File: config.mk
export PLATFORM = sky130hd
export DESIGN_NAME = encoder_speed_meter_core_flat
export DESIGN_NICKNAME = d
export VERILOG_FILES = /design/src/esm_pkg.sv /design/src/esm_if.sv /design/src/esm_ring.sv /design/src/encoder_speed_meter_core.sv /design/src/flat_wrapper.sv
export SDC_FILE = /design/constraint.sdc
export NUM_CORES = 2
export LEC_CHECK = 0
export ABC_AREA = 1
export BUFFER_PORTS_ARGS = -buffer_cell sky130_fd_sc_hd__clkbuf_2
export CAP_MARGIN = 20
export CORE_UTILIZATION = 55
export DETAILED_ROUTE_END_ITERATION = 6
export PLACE_DENSITY_LB_ADDON = 0.05
export SLEW_MARGIN = 20
export SYNTH_ARGS = -nofsm -noshare
export SYNTH_HDL_FRONTEND = slang
export SYNTH_SLANG_ARGS = --single-unit
File: constraint.sdc
create_clock -name clk -period 14.7 [get_ports clk]
set_input_delay 1.47 -clock clk [delete_from_list [all_inputs] [get_ports clk]]
set_output_delay 1.47 -clock clk [all_outputs]
set_load 0.005 [all_outputs]
File: src/esm_pkg.sv
// ----------------------------------------------------------------------------
// esm_pkg
// Shared widths, register indexes, codes and types of the encoder speed meter.
// ----------------------------------------------------------------------------
package esm_pkg;

	// moving-average depth and the widths that follow from it
	localparam int AVG_DEPTH = 8;
	localparam int SLOT_W    = (AVG_DEPTH > 1) ? $clog2(AVG_DEPTH) : 1;
	localparam int SPEED_W   = 20;
	localparam int SUM_W     = SPEED_W + ((AVG_DEPTH > 1) ? $clog2(AVG_DEPTH) : 0);

	localparam int PULSE_W   = 32;
	localparam int TICK_W    = 16;
	localparam int WINDOW_W  = 16;
	localparam int SCALE_W   = 24;
	localparam int LIMIT_W   = 20;
	localparam int PROD_W    = PULSE_W + SCALE_W;
	localparam int FRAC_DROP = 12;   // q.16 product down to q.4 rpm
	localparam int CFG_DW    = 24;

	localparam logic [SPEED_W-1:0]  SPEED_MAX = '1;
	localparam logic [TICK_W-1:0]   TICK_MAX  = '1;

	localparam logic [WINDOW_W-1:0] WINDOW_RST = WINDOW_W'(100);
	localparam logic [SCALE_W-1:0]  SCALE_RST  = SCALE_W'(1966080);
	localparam logic [LIMIT_W-1:0]  LIMIT_RST  = LIMIT_W'(48000);

	// configuration register indexes
	typedef enum logic [1:0] {
		CFG_WINDOW = 2'd0,
		CFG_SCALE  = 2'd1,
		CFG_LIMIT  = 2'd2
	} cfg_idx_t;

	// item kinds
	localparam logic OP_EDGE = 1'b0;
	localparam logic OP_TICK = 1'b1;

	// direction codes
	localparam logic signed [1:0] DIR_STOP = 2'sb00;
	localparam logic signed [1:0] DIR_FWD  = 2'sb01;
	localparam logic signed [1:0] DIR_REV  = 2'sb11;

	// new speed sample pushed into the averaging ring
	typedef struct packed {
		logic               push;
		logic [SPEED_W-1:0] speed;
	} push_t;

endpackage

File: src/esm_if.sv
// ----------------------------------------------------------------------------
// esm_if
// Valid/ready channels of the encoder speed meter: item in, result out.
// ----------------------------------------------------------------------------
interface esm_in_if;
	logic valid;
	logic ready;
	logic operation;
	logic b_level;

	modport source (output valid, output operation, output b_level, input ready);
	modport sink   (input valid, input operation, input b_level, output ready);
endinterface

interface esm_out_if;
	logic                             valid;
	logic                             ready;
	logic                             sample_taken;
	logic [esm_pkg::SPEED_W-1:0]      speed_rpm;
	logic [esm_pkg::SPEED_W-1:0]      speed_filtered;
	logic signed [1:0]                direction;
	logic                             overspeed;

	modport source (output valid, output sample_taken, output speed_rpm,
		output speed_filtered, output direction, output overspeed, input ready);
	modport sink   (input valid, input sample_taken, input speed_rpm,
		input speed_filtered, input direction, input overspeed, output ready);
endinterface

File: src/esm_ring.sv
// ----------------------------------------------------------------------------
// esm_ring
// Moving-average ring with a running sum; gives the average after a push.
// ----------------------------------------------------------------------------
module esm_ring (
	input  logic                        clk,
	input  logic                        arst_n,
	input  esm_pkg::push_t              push,
	output logic [esm_pkg::SPEED_W-1:0] filtered_next
);

	logic [esm_pkg::SPEED_W-1:0] hist_q [esm_pkg::AVG_DEPTH];
	logic [esm_pkg::SLOT_W-1:0]  slot_q;
	logic [esm_pkg::SUM_W-1:0]   sum_q;
	logic [esm_pkg::SUM_W-1:0]   sum_next;
	logic [esm_pkg::SLOT_W-1:0]  slot_next;

	assign sum_next = sum_q - esm_pkg::SUM_W'(hist_q[slot_q])
		+ esm_pkg::SUM_W'(push.speed);
	assign slot_next = (slot_q == esm_pkg::SLOT_W'(esm_pkg::AVG_DEPTH - 1)) ?
		'0 : slot_q + esm_pkg::SLOT_W'(1);

	always_comb begin
		if (push.push) begin
			filtered_next = esm_pkg::SPEED_W'(sum_next / esm_pkg::AVG_DEPTH);
		end else begin
			filtered_next = esm_pkg::SPEED_W'(sum_q / esm_pkg::AVG_DEPTH);
		end
	end

	always_ff @(posedge clk or negedge arst_n) begin
		if (!arst_n) begin
			for (int i = 0; i < esm_pkg::AVG_DEPTH; i++) begin
				hist_q[i] <= '0;
			end
			slot_q <= '0;
			sum_q  <= '0;
		end else if (push.push) begin
			hist_q[slot_q] <= push.speed;
			slot_q         <= slot_next;
			sum_q          <= sum_next;
		end
	end

endmodule

File: src/encoder_speed_meter_core.sv
// ----------------------------------------------------------------------------
// encoder_speed_meter_core
// Encoder pulse counter with tick-driven speed sampling and moving average.
// ----------------------------------------------------------------------------
//  channel | dir | transfer carries
//  --------+-----+--------------------------------------------------------
//  in      | in  | operation (edge or tick), b_level
//  out     | out | sample_taken, speed_rpm, speed_filtered, direction,
//          |     | overspeed
//  cfg_*   | in  | plain write: window length, rpm scale, overspeed threshold
//
//  one item per cycle sustained while the output is not stalled; a result is
//  registered in the stage 1 register, then in the output register
//  stage 1: pulse count, window count, delta and the one 32x24 multiply
//  stage 2: saturation, averaging ring update, output register
//  reset clears counts, ring, valid flags and output, and sets config defaults
//  an output stall holds the output register and backs pressure up one stage
// ----------------------------------------------------------------------------
module encoder_speed_meter_core (
	input  logic                        clk,
	input  logic                        arst_n,
	esm_in_if.sink                      in,
	esm_out_if.source                   out,
	input  logic                        cfg_we,
	input  logic [1:0]                  cfg_index,
	input  logic [esm_pkg::CFG_DW-1:0]  cfg_data
);

	// configuration registers
	logic [esm_pkg::WINDOW_W-1:0] window_q;
	logic [esm_pkg::SCALE_W-1:0]  scale_q;
	logic [esm_pkg::LIMIT_W-1:0]  limit_q;

	// counting state, owned by stage 1
	logic [esm_pkg::PULSE_W-1:0]  pulse_total_q;
	logic [esm_pkg::PULSE_W-1:0]  pulse_last_q;
	logic [esm_pkg::TICK_W-1:0]   ticks_q;

	// stage 1 pipeline register
	logic                         valid_s1;
	logic                         sample_s1;
	logic signed [1:0]            dir_s1;
	logic [esm_pkg::PROD_W-1:0]   product_s1;

	// output register, which also holds last speed and direction
	logic                         out_valid_q;
	logic                         out_sample_q;
	logic [esm_pkg::SPEED_W-1:0]  out_speed_q;
	logic [esm_pkg::SPEED_W-1:0]  out_filt_q;
	logic signed [1:0]            out_dir_q;

	logic                         accept;
	logic                         advance;
	logic                         move;
	logic [esm_pkg::TICK_W-1:0]   ticks_inc;
	logic                         take;
	logic [esm_pkg::PULSE_W-1:0]  diff;
	logic [esm_pkg::PULSE_W-1:0]  mag;
	logic signed [1:0]            dir_new;
	logic [esm_pkg::SPEED_W-1:0]  speed_sat;
	logic [esm_pkg::SPEED_W-1:0]  filtered_next;
	esm_pkg::push_t               push;

	// ---------------- configuration writes ----------------
	always_ff @(posedge clk or negedge arst_n) begin
		if (!arst_n) begin
			window_q <= esm_pkg::WINDOW_RST;
			scale_q  <= esm_pkg::SCALE_RST;
			limit_q  <= esm_pkg::LIMIT_RST;
		end else if (cfg_we) begin
			unique case (esm_pkg::cfg_idx_t'(cfg_index))
				esm_pkg::CFG_WINDOW: window_q <= cfg_data[esm_pkg::WINDOW_W-1:0];
				esm_pkg::CFG_SCALE:  scale_q  <= cfg_data[esm_pkg::SCALE_W-1:0];
				esm_pkg::CFG_LIMIT:  limit_q  <= cfg_data[esm_pkg::LIMIT_W-1:0];
				default: ;   // unused index, write dropped
			endcase
		end
	end

	// ---------------- handshake ----------------
	// whole pipe advances when the output register is free or being emptied
	assign advance  = !out_valid_q || out.ready;
	assign move     = valid_s1 && advance;
	assign in.ready = !valid_s1 || advance;
	assign accept   = in.valid && in.ready;

	// ---------------- stage 1: counting and scaling ----------------
	// tick counter saturates so it can never wrap past a long window
	assign ticks_inc = (ticks_q == esm_pkg::TICK_MAX) ? ticks_q :
		ticks_q + esm_pkg::TICK_W'(1);
	assign take = (in.operation == esm_pkg::OP_TICK) && (ticks_inc >= window_q);

	// signed delta since the last sample, mod 2^32
	assign diff = pulse_total_q - pulse_last_q;
	assign mag  = diff[esm_pkg::PULSE_W-1] ? (~diff + esm_pkg::PULSE_W'(1)) : diff;

	always_comb begin
		if (diff == '0) begin
			dir_new = esm_pkg::DIR_STOP;
		end else if (diff[esm_pkg::PULSE_W-1]) begin
			dir_new = esm_pkg::DIR_REV;
		end else begin
			dir_new = esm_pkg::DIR_FWD;
		end
	end

	always_ff @(posedge clk or negedge arst_n) begin
		if (!arst_n) begin
			pulse_total_q <= '0;
			pulse_last_q  <= '0;
			ticks_q       <= '0;
		end else if (accept) begin
			if (in.operation == esm_pkg::OP_EDGE) begin
				// channel b high counts forward, low counts back
				pulse_total_q <= in.b_level ? pulse_total_q + esm_pkg::PULSE_W'(1) :
					pulse_total_q - esm_pkg::PULSE_W'(1);
			end else if (take) begin
				ticks_q      <= '0;
				pulse_last_q <= pulse_total_q;
			end else begin
				ticks_q <= ticks_inc;
			end
		end
	end

	always_ff @(posedge clk or negedge arst_n) begin
		if (!arst_n) begin
			valid_s1 <= 1'b0;
		end else if (in.ready) begin
			valid_s1 <= accept;
		end
	end

	// payload of stage 1, no reset needed
	always_ff @(posedge clk) begin
		if (accept) begin
			sample_s1  <= take;
			dir_s1     <= dir_new;
			product_s1 <= esm_pkg::PROD_W'(mag) * esm_pkg::PROD_W'(scale_q);
		end
	end

	// ---------------- stage 2: saturation and averaging ----------------
	// q.16 to q.4, clamp anything above the 20-bit range
	always_comb begin
		if (|product_s1[esm_pkg::PROD_W-1:esm_pkg::FRAC_DROP+esm_pkg::SPEED_W]) begin
			speed_sat = esm_pkg::SPEED_MAX;
		end else begin
			speed_sat = product_s1[esm_pkg::FRAC_DROP+esm_pkg::SPEED_W-1:esm_pkg::FRAC_DROP];
		end
	end

	assign push.push  = move && sample_s1;
	assign push.speed = speed_sat;

	esm_ring u_ring (
		.clk           (clk),
		.arst_n        (arst_n),
		.push          (push),
		.filtered_next (filtered_next)
	);

	always_ff @(posedge clk or negedge arst_n) begin
		if (!arst_n) begin
			out_valid_q  <= 1'b0;
			out_sample_q <= 1'b0;
			out_speed_q  <= '0;
			out_filt_q   <= '0;
			out_dir_q    <= esm_pkg::DIR_STOP;
		end else if (move) begin
			out_valid_q  <= 1'b1;
			out_sample_q <= sample_s1;
			out_filt_q   <= filtered_next;
			if (sample_s1) begin
				out_speed_q <= speed_sat;
				out_dir_q   <= dir_s1;
			end
		end else if (advance) begin
			out_valid_q <= 1'b0;
		end
	end

	// ---------------- result channel ----------------
	assign out.valid          = out_valid_q;
	assign out.sample_taken   = out_sample_q;
	assign out.speed_rpm      = out_speed_q;
	assign out.speed_filtered = out_filt_q;
	assign out.direction      = out_dir_q;
	// limit compared live, against whatever is currently programmed
	assign out.overspeed      = (out_filt_q > limit_q);

endmodule

File: src/flat_wrapper.sv
// flat-port wrapper written by rule: the top's interface ports become plain ports
module encoder_speed_meter_core_flat 
  (clk, arst_n, cfg_we, cfg_index, cfg_data, in_valid, in_operation, in_b_level, in_ready, out_valid, out_sample_taken, out_speed_rpm, out_speed_filtered, out_direction, out_overspeed, out_ready);
  esm_in_if in_i ();
  esm_out_if out_i ();
  input  logic clk;
  input  logic arst_n;
  input  logic cfg_we;
  input  logic [1:0] cfg_index;
  input  logic [esm_pkg::CFG_DW-1:0] cfg_data;
  input wire logic [$bits(in_i.valid)-1:0] in_valid;
  input wire logic [$bits(in_i.operation)-1:0] in_operation;
  input wire logic [$bits(in_i.b_level)-1:0] in_b_level;
  output wire logic [$bits(in_i.ready)-1:0] in_ready;
  output wire logic [$bits(out_i.valid)-1:0] out_valid;
  output wire logic [$bits(out_i.sample_taken)-1:0] out_sample_taken;
  output wire logic [$bits(out_i.speed_rpm)-1:0] out_speed_rpm;
  output wire logic [$bits(out_i.speed_filtered)-1:0] out_speed_filtered;
  output wire logic [$bits(out_i.direction)-1:0] out_direction;
  output wire logic [$bits(out_i.overspeed)-1:0] out_overspeed;
  input wire logic [$bits(out_i.ready)-1:0] out_ready;
  assign in_i.valid = in_valid;
  assign in_i.operation = in_operation;
  assign in_i.b_level = in_b_level;
  assign in_ready = in_i.ready;
  assign out_valid = out_i.valid;
  assign out_sample_taken = out_i.sample_taken;
  assign out_speed_rpm = out_i.speed_rpm;
  assign out_speed_filtered = out_i.speed_filtered;
  assign out_direction = out_i.direction;
  assign out_overspeed = out_i.overspeed;
  assign out_i.ready = out_ready;
  encoder_speed_meter_core u_core (.clk(clk), .arst_n(arst_n), .in(in_i), .out(out_i), .cfg_we(cfg_we), .cfg_index(cfg_index), .cfg_data(cfg_data));
endmodule
== Word level (Yosys, flattened, before mapping) ==
Index checks and enable logic that the tools add are counted.

* Register bits after elaboration: 430
* Bits of input ports: 33
* Output and inout bits: 46
* Word-level logic and storage cells: 81

* $add $sub $neg: 8
* $mul: 1
* Magnitude comparators: 4
* Equality and inequality tests: 4
* Mux-type cells: 16
* Bitwise logic cells: 3
* Reduce and logical (&&, ||, !) cells: 20

{| class="wikitable"
|+ Operators by type and width
! cell !! number
|-
| $bwmux 160 || 1
|-
| $mux 20 || 5
|-
| $add 32x1->32 const B || 2
|-
| $mux 32 || 2
|-
| $bmux 20 s3 || 1
|-
| $demux 20 s3 || 1
|-
| $mul 32x24->56 || 1
|-
| $logic_not 32->1 || 1
|-
| $mux 16 || 2
|-
| $not 32->32 || 1
|-
| $sub 32x1->32 const B || 1
|-
| $sub 32x32->32 || 1
|-
| $reduce_or 24->1 || 1
|-
| $add 23x20->23 || 1
|-
| $sub 23x20->23 || 1
|-
| $gt 20x20->1 || 1
|-
| $add 16x1->16 const B || 1
|-
| $eq 16x16->1 const B || 1
|-
| $ge 16x16->1 || 1
|-
| $reduce_and 2->1 || 6
|-
| $logic_and 1x1->1 || 5
|-
| $ge 4x4->1 const B || 1
|-
| $lt 4x1->1 const B || 1
|-
| $not 3->4 || 1
|-
| 13 further kinds || 16
|}

== Logic depth before layout (Yosys ltp) ==
* Depth after elaboration: 7
* Mapped depth: 52
* Mapped depth without buffers: 51

== Hierarchy ==
From an unflattened synthesis, not the netlist that was laid out.

* Cell total of the unflattened synthesis: 6237
* Area, all modules: 49397.4 µm²

{| class="wikitable"
|+ By module, submodules not included
! module !! instances !! cells an instance !! area an instance (µm²) !! sequential area each (µm²)
|-
| encoder_speed_meter_core || 1 || 4957 || 39376.5 || 6058.3
|-
| esm_ring || 1 || 1280 || 10020.9 || 4654.5
|}

== Worst setup path before layout ==
No wires, ideal clock.

* Kind: register to register
* From: register u_core.pulse_total_q[0] (netlist bit)
* To: register u_core.product_s1[53] (netlist bit), data pin
* Setup time: 0.252 ns
* Arrival: 8.129 ns
* Data required time: 14.448 ns
* Path slack: 6.318 ns
* Stages on the path, launching flop included: 42
* Path buffers: 1
* Period minus slack after synthesis: 8.382 ns
* Cell sequence: dfrtp_1 > inv_1 > ha_1 > inv_1 > fa_1 > nand3_1 > nand2_2 > xnor2_2 > inv_2 > nor2_2 > nand3_1 > nor3_2 > nand3_1 > o211ai_1 > nand2_1 > inv_1 > clkbuf_1 > nand2_1 > [... 6 more ...] > fa_1 > inv_1 > fa_1 > inv_1 > fa_1 > inv_1 > fa_1 > inv_1 > ha_1 > a21oi_1 > o21ai_0 > a21oi_1 > o21a_1 > nor2_1 > a2111oi_0 > nand2_1 > nand2_1 > nand2_1

* Longest elaborated chain between the ends: 5

{| class="wikitable"
|+ RTL lines
! item !! RTL line !! text
|-
| start, declared || encoder_speed_meter_core.sv:35 || <nowiki>logic [esm_pkg::PULSE_W-1:0] pulse_total_q;</nowiki>
|-
| start signal, assigned || encoder_speed_meter_core.sv:115 || <nowiki>pulse_total_q <= in.b_level ? pulse_total_q + esm_pkg::PULSE_W'(1) :</nowiki>
|-
| $sub 32x32->32 * || encoder_speed_meter_core.sv:94 || <nowiki>assign diff = pulse_total_q - pulse_last_q;</nowiki>
|-
| $not 32->32 || encoder_speed_meter_core.sv:95 || <nowiki>assign mag = diff[esm_pkg::PULSE_W-1] ? (~diff + esm_pkg::PULSE_W'(1)) : diff;</nowiki>
|-
| $add 32x1->32 || encoder_speed_meter_core.sv:95 ||
|-
| $mux 32 * || encoder_speed_meter_core.sv:95 ||
|-
| $mul 32x24->56 * || encoder_speed_meter_core.sv:139 || <nowiki>product_s1 <= esm_pkg::PROD_W'(mag) * esm_pkg::PROD_W'(scale_q);</nowiki>
|-
| end signal, assigned || encoder_speed_meter_core.sv:139 ||
|-
| end, declared || encoder_speed_meter_core.sv:43 || <nowiki>logic [esm_pkg::PROD_W-1:0] product_s1;</nowiki>
|}

Mark *: on every way between the ends. The rest lies on a longest branch, timed or not.
A chain may end at the register's enable or synchronous reset.

== Worst setup path after layout ==
Same ends and word-level chain as after synthesis.

==> results.json <==
{
  "synthArstFlopShare_pct": 88.8,
  "synth_fp_nets": 6988,
  "finalSetupViolCount": 0,
  "cp_common_cell": "inv_1",
  "seq_area_frac_synth_pct": 22.2,
  "num_rows": 108,
  "synthDistinctLibCells": 62,
  "drive_above_1_share_pct": 6.61,
  "critical-path-slowest-cell": "ha_1",
  "numPortBuffers": 78,
  "area_growth_pct": 6.48,
  "syn_inst": 5974,
  "mostFrequentLayoutCells": "inv_1 (1,196), nand2_1 (1,031), nor2_1 (747)",
  "syn_avg_cell_area_um2": 8.09,
  "vias_per_cell": 5.56,
  "grt_usage_pct": 35.9,
  "start_util_pct": 55.6,
  "max_freq_mhz": 91.2,
  "syn_area_um2": 48300,
  "antenna_found_initial": 2,
  "grt_setup_unrepaired": "false",
  "cts_hold_buf": 0,
  "drc": 0,
  "cts_tree": "built",
  "cts.clk_slew.worst_paths_ps": 70,
  "dp.final_hpwl_mm": 123,
  "grt_max_degree": 120,
  "clock_latency_ps": 630,
  "slew_viol_final": 0,
  "slowest_delay_ps": 940,
  "cts_buffers": 47,
  "h-tree-depth": 2,
  "crit_type": "reg2reg",
  "tightestPinTransition_ps": 1200,
  "drtPass1Iterations": 6,
  "totalWireLength_mm": 156,
  "clock_skew_ps": 35.5,
  "fin_crit_sh_pct": 74.6,
  "root_buffer": "clkbuf_16",
  "grt_pass1_wl_mm": 242,
  "finalCoreUtilization_pct": 59.3,
  "die_w_um": 298,
  "synth-main-ff-cell": "dfrtp_1",
  "cp-end-kind": "flip-flop",
  "fp.dieH_um": 298,
  "synth-seq-cells": 418,
  "hold_viol_final": 0,
  "gr-total-overflow": 0,
  "min_path_type": "reg2reg",
  "cp.required_ps": 15070,
  "status": "finished clean",
  "drtIter0Drc": 3569,
  "yosys_warnings": 0,
  "wire_per_inst_um": 21.9,
  "drv_cap": 0,
  "place_congestion": 1.00,
  "grt_pass1_vias": 41000,
  "post_cts_resized": 0,
  "fill_cells": 8080,
  "synth_edf_count": 47,
  "worst_slack_ps": 3740,
  "mostFrequentLayoutCell": "inv_1",
  "clock_path_buffers": 3,
  "cts_setup_buffers": 0,
  "finalWorstPathRequiredPeriod_ps": 10960,
  "startpoint_type": "flip-flop",
  "dpl_worst_slack_ps": 3940,
  "maxSlewHeadroom_pct": 20.1,
  "ios": 79,
  "clock_sinks": 418,
  "via_count": 39700,
  "dieArea_um2": 89100,
  "setup_tns_ps": 0,
  "cp_max_fo": 19,
  "ant_nets": 0,
  "final_nets": 6964,
  "core_um2": 86900,
  "critPathArrivalTime_ps": 11330
}
[critical path: cells and delay by family, from the launching register on]
kind	cells	cell delay (ps)
fa+ha+maj	9	4860
flops	1	420
buf+inv	10	1480
simple gates	12	2320
compound gates	6	1630
[cells by family after synthesis]
group | share of synthesized area, %
AOI/OAI and AO/OA | 9.42
xor gates and xnor gates | 2.40
adders and majority gates | 35.9
buffers and inverters | 11.4
DFF | 22.2
and+or+nand+nor | 18.7
[cell type report]
| cell class | count | area, um2 | share of cell area (%) |
|---|---|---|---|
| inverters | 1224 | 4590 | 8.92 |
| repair buffers | 152 | 983 | 1.91 |
| clock buffers | 59 | 1310 | 2.55 |
| flip-flops and latches | 418 | 10700 | 20.8 |
| diodes | 1 | 2.50 | 0.00486 |
| multi-input cells | 4107 | 32200 | 62.5 |
| clock inverters | 29 | 255 | 0.496 |
| well taps | 1155 | 1450 | 2.81 |
[state kept, by name (all words and copies together), names as in the netlist]
signal	count
u_core.u_ring.hist_q	160
u_core.product_s1	44
u_core.pulse_last_q	32
u_core.pulse_total_q	32
u_core.scale_q	24
u_core.u_ring.sum_q	23
u_core.limit_q	20
u_core.out.speed_filtered	20
u_core.out.speed_rpm	20
u_core.ticks_q	16
u_core.window_q	16
u_core.u_ring.slot_q	3
u_core.dir_s1	2
u_core.out.direction	2
u_core.out.sample_taken	1
u_core.out.valid	1
u_core.sample_s1	1
u_core.valid_s1	1
[synthesized netlist by cell type, types with 7 or more instances]
| cell | number | share of area [%] |
|---|---|---|
| a221oi_1 | 15 | 0.27 |
| dfstp_2 | 14 | 0.76 |
| xnor2_1 | 39 | 0.71 |
| dfrtp_1 | 357 | 18 |
| nand3_1 | 178 | 1.8 |
| o211ai_1 | 8 | 0.12 |
| fa_1 | 679 | 28 |
| inv_1 | 1197 | 9.3 |
| nand2_1 | 1033 | 8.0 |
| nand2_2 | 20 | 0.26 |
| nand4_1 | 58 | 0.75 |
| clkbuf_1 | 181 | 1.4 |
| o22ai_1 | 27 | 0.35 |
| a21oi_2 | 8 | 0.14 |
| a21o_1 | 13 | 0.20 |
| o21ai_0 | 269 | 2.8 |
| nor4_1 | 16 | 0.21 |
| or2_2 | 14 | 0.18 |
| buf_1 | 9 | 0.070 |
| buf_2 | 26 | 0.27 |
| nor3_1 | 45 | 0.47 |
| o21a_1 | 18 | 0.28 |
| edfxtp_1 | 47 | 2.9 |
| o21bai_1 | 12 | 0.19 |
| nor2_2 | 36 | 0.47 |
| a31oi_1 | 10 | 0.13 |
| inv_2 | 21 | 0.16 |
| nor2_1 | 755 | 5.9 |
| a21oi_1 | 368 | 3.8 |
| a22oi_1 | 23 | 0.36 |
| xor2_1 | 73 | 1.3 |
| ha_1 | 302 | 7.8 |
| nand3b_1 | 7 | 0.11 |
[path summary, 6_finish.rpt]
check | endpoint | cells past startpoint | slack (ps) | start
min reg2reg | u_core.out.speed_rpm[5] | 2 | 480 | u_core.out.speed_rpm[5]
max | u_core.product_s1[53] | 37 | 3740 | u_core.pulse_total_q[0]
max reg2reg | u_core.product_s1[53] | 37 | 3740 | u_core.pulse_total_q[0]
max in group asynchronous | u_core.scale_q[21] | 3 | 11560 | arst_n
min | u_core.out.speed_rpm[5] | 2 | 480 | u_core.out.speed_rpm[5]
min in group asynchronous | u_core.out.speed_rpm[0] | 1 | 900 | arst_n
[metal layers]
layer	global-route usage, %	vias to the layer above	share of wire [%]
met4	12.6	8	3.8
met1	46.7	19500	40
met5	0	-	0.14
met2	58.4	1638	46
met3	9.06	349	9.5
li1	-	18300	-
[per-stage QoR]
| step | instance area, um2 | hold WS, ps | instances |
|---|---|---|---|
| after floorplan | 48300 | 418 | 5974 |
| after global placement | 49900 | 464 | 7054 |
| after detailed placement | 49900 | 465 | 7055 |
| after CTS | 51400 | 482 | 7143 |
| after global routing | 51500 | 491 | 7144 |
| final | 51500 | 477 | 7145 |
Power is left out: the tool's default activity adds up to more than one toggle a clock period on the data nets, which glitch-free logic cannot reach.
